$ cat config.mk
export PLATFORM = sky130hd
export DESIGN_NAME = obwp_accum
export DESIGN_NICKNAME = d
export VERILOG_FILES = /design/src/rtl/core/obwp_pkg.sv /design/src/rtl/core/obwp_accum.sv
export SDC_FILE = /design/constraint.sdc
export NUM_CORES = 1
export LEC_CHECK = 0
export ABC_AREA = 1
export BUFFER_PORTS_ARGS = -buffer_cell sky130_fd_sc_hd__buf_2
export CORE_ASPECT_RATIO = 2
export CORE_UTILIZATION = 55
export DETAILED_ROUTE_END_ITERATION = 10
export PLACE_DENSITY_LB_ADDON = 0.2
export SYNTH_ARGS = -nofsm -noshare
export SYNTH_HDL_FRONTEND = slang
export SYNTH_SLANG_ARGS = --single-unit
$ cat constraint.sdc
create_clock -name i_clk -period 2.15 [get_ports i_clk]
set_clock_uncertainty 0.1 [all_clocks]
set_input_delay 0.215 -clock i_clk [delete_from_list [all_inputs] [get_ports i_clk]]
set_output_delay 0.215 -clock i_clk [all_outputs]
set_load 0.1 [all_outputs]
$ cat src/rtl/core/obwp_pkg.sv
package obwp_pkg;

    localparam int RHYTHMS_DEF = 4;
    localparam int SAMPLES_DEF = 1024;
    localparam int HEADS_DEF   = 8;

    localparam int OP_W     = 2;
    localparam int RHYTHM_W = 2;
    localparam int INDEX_W  = 10;
    localparam int SAMPLE_W = 16;
    localparam int LENGTH_W = 11;
    localparam int SUM_W    = 19;
    localparam int STATUS_W = 2;
    localparam int COUNT_W  = 4;

    localparam int SUM_MAX = 262143;
    localparam int SUM_MIN = -262144;

    typedef enum logic [OP_W-1:0] {
        OP_WRITE  = 2'd0,
        OP_LENGTH = 2'd1,
        OP_START  = 2'd2,
        OP_TICK   = 2'd3
    } t_op;

    typedef enum logic [STATUS_W-1:0] {
        ST_OK     = 2'd0,
        ST_NOWAVE = 2'd1,
        ST_NOFREE = 2'd2
    } t_status;

    typedef struct packed {
        t_op                        operation;
        logic [RHYTHM_W-1:0]        rhythm;
        logic [INDEX_W-1:0]         sample_index;
        logic signed [SAMPLE_W-1:0] sample_value;
        logic [LENGTH_W-1:0]        waveform_length;
    } t_in_word;

    typedef struct packed {
        logic signed [SUM_W-1:0] potential_sum;
        t_status                 status;
        logic [COUNT_W-1:0]      active_heads;
    } t_out_word;

    typedef struct packed {
        logic clear;
        logic add;
    } t_acc_ctl;

endpackage

$ cat src/rtl/core/obwp_accum.sv
module obwp_accum import obwp_pkg::*; #(
    parameter int HEADS = HEADS_DEF
) (
    input  logic                        i_clk,
    input  t_acc_ctl                    i_ctl,
    input  logic signed [SAMPLE_W-1:0]  i_sample,
    output logic signed [SUM_W-1:0]     o_sum
);

    localparam int AW = (SAMPLE_W + 1 + $clog2(HEADS) > SUM_W) ?
                        SAMPLE_W + 1 + $clog2(HEADS) : SUM_W;
    localparam logic signed [AW-1:0] LIM_HI = AW'(SUM_MAX);
    localparam logic signed [AW-1:0] LIM_LO = AW'(SUM_MIN);

    logic signed [AW-1:0] r_acc;
    logic signed [AW-1:0] n_acc;

    always_comb begin
        n_acc = r_acc;
        if (i_ctl.clear) begin
            n_acc = '0;
        end else if (i_ctl.add) begin
            n_acc = r_acc + AW'(i_sample);
        end
    end

    always_ff @(posedge i_clk) begin
        r_acc <= n_acc;
    end

    always_comb begin
        if (r_acc > LIM_HI) begin
            o_sum = LIM_HI[SUM_W-1:0];
        end else if (r_acc < LIM_LO) begin
            o_sum = LIM_LO[SUM_W-1:0];
        end else begin
            o_sum = r_acc[SUM_W-1:0];
        end
    end

endmodule

==> results.tsv <==
metric	value	unit
max-slew violation count	0	
leading area contributor after synthesis	dfxtp_1	
Synth cell types	23	
asr flop ratio synth	0	%
# IOs	38	
Synthesized Nets	390	
max_slew headroom	67.8	%
via-per-instance ratio	5.35	
total track usage	29.9	%
P&R area growth vs syn	25.9	%
max_cap viols	0	
Initial Util	56.9	%
largest net degree at the start of global routing	29	
Pre-Repair DR Iteration Count	4	
die width	45.2	um
worst reg2reg endpoint	r_acc[16]$_SDFFE_PP0P_	
placed instance count	432	
layout cell share with drive strength beyond 1	14.5	%
hold crit path type	primary input to flop	
die area	0.00399	mm2
GPL Wtd Cong	0.999	
WP data required	1840	ps
Top Registers	r_acc (20)	
Post-DRT Antenna Nets	0	
CP Capture Type	output pin	
PortBufs	37	
Cells after Synth	351	
DRC	0	
Routed WL	5.53	mm
CP Launch Type	flop	
Worst Path Max Fanout	11	
worst slew pin tran	486	ps
final setup fails	0	
Starting DRT DRC Count	90	
cts hold-fix bufs	0	
initial antenna violation count	0	
Final Net Count	427	
total number of vias	2332	
TritonCTS clock tree	done	
#FFs+latches synth	20	
routed len/inst	12.7	um
first-pass GRT wire length	8.91	mm
max reg flops	20	
run status	finished, final reports clean	
dpl ws	167	ps
Biggest register	r_acc	
synth cell count leaders	nand2_1 (90), inv_1 (66), a21oi_1 (49)	
Lkg Pwr	1.46	nW
most common cell in the synthesized netlist	nand2_1	
H-tree levels	1	
setup bufs post-CTS	0	
cts bufs inserted	3	
YS warnings	0	
die height	88.4	um
hold_sp	i_sample[0]	
Max IR drop VDD	715	uV
synth top area cells	dfxtp_1 (20%), nand2_1 (16%), inv_1 (12%), a21oi_1 (12%), ha_1 (12%)	
r2r startpoint	r_acc[0]$_SDFFE_PP0P_	
Sink Count	20	
Fillers	328	
num rows	31	
RSZ-0062 raised after global routing	no	
core box area	0.00361	mm2
hpwl dp	4.42	mm
Register-to-Register Path Depth	12	
synthesized area	0.00205	mm2
r2r setup slk	160	ps
clock root buffer	clkbuf_8	
Util after Layout	71.6	%
ant diodes	0	
cell count of the worst hold path	4	
Finished Layout Cells	436	
Clock Tree Buf Depth	2	
WHS Endpoint	r_acc[0]$_SDFFE_PP0P_	
Top FF cell, synth	dfxtp_1	
Peak Freq	503	MHz
sequential area share after synthesis	19.5	%
Post-Syn Area per Cell	5.84	um2
Clock transition at path regs	80	ps
final hold violation count	0	
GR Overflow Total	0	
share of the synthesized area in the top cell type	19.5	%
post-CTS sizing	0	
post-layout min period	1990	ps
WHS	208	ps
Power Density	814	mW/mm2
final worst setup slack	160	ps
vias in the first global route	2174	
Crit Path Class	flop to output pin	
Post-synth EDFFs	0	
Final Cycle Share	92.5	%
Clk Latency, worst-skew pair	260	ps
crit path DAT	1670	ps
cell families after synthesis:
kind of cell,after synthesis,share of synthesized area [%]
xor gates and xnor gates,10,4.27
buffers and inverters,77,14.2
AOI/OAI and AO/OA,68,16.8
and+or+nand+nor,156,32.6
adders and majority gates,20,12.6
DFF,20,19.5
per-layer routing:
metal	global-route usage, %	wire, um
met1	28.0	2030
met5	0	0
met4	16.0	269
met3	3.06	154
met2	58.6	3080
layout make-up:
cell class | count | area (um2) | share of cell area, %
multi-input combinational | 254 | 1360 | 52.6
clock buffer | 4 | 55.1 | 2.13
timing repair buffer | 40 | 448 | 17.3
inverter | 69 | 259 | 10.0
tap | 49 | 61.3 | 2.37
sequential | 20 | 400 | 15.5
how the worst max path moves through the flow:
| stage | start | to | slack [ps] |
|---|---|---|---|
| 2_1_floorplan | r_acc[19]$_SDFFE_PP0P_ | o_sum[10] | -430 |
| 3_3_place_gp | i_sample[0] | r_acc[16]$_SDFFE_PP0P_ | 220 |
| 3_5_place_dp | i_sample[0] | r_acc[16]$_SDFFE_PP0P_ | 170 |
| 4_1_cts | r_acc[19]$_SDFFE_PP0P_ | o_sum[12] | 120 |
| 5_1_grt | r_acc[0]$_SDFFE_PP0P_ | r_acc[12]$_SDFFE_PP0P_ | 30 |
| 6_report | r_acc[19]$_SDFFE_PP0P_ | o_sum[12] | 160 |
stage by stage:
step                      cell area, um2  total power, mW  TNS (ps)
after floorplan                     2050             1.40     -5360
after global placement              2530             1.78         0
after detailed placement            2530             1.80         0
after CTS                           2580             2.11         0
after global routing                2580             2.22         0
final                               2580             2.10         0
critical path, cell delays in order (launching register included):
cell,delay [ps]
dfxtp_1,380
inv_1,100
nor2_1,380
buf_4,280
a21oi_1,90
buf_12,180
cell usage in the layout (no fill, tap or decap), drive strengths merged:
cell and count:
xnor2 2, nand3 29, nor2 28, clkinv 1
o21bai 2, ha 19, fa 1, a21oi 49
xor2 8, o21ai 17, and2 3, nand2 93
dfxtp 20, nand4 2, inv 68, buf 40
clkbuf 4, nor3 1
report_power, final:
| group | total (mW) | leakage, nW | internal [mW] | switching [mW] |
|---|---|---|---|---|
| registers | 0.439 | 0.166 | 0.413 | 0.0260 |
| logic | 1.36 | 1.27 | 0.440 | 0.919 |
| clock network | 0.305 | 0.0288 | 0.163 | 0.142 |
(Power assumes the default switching activity.)
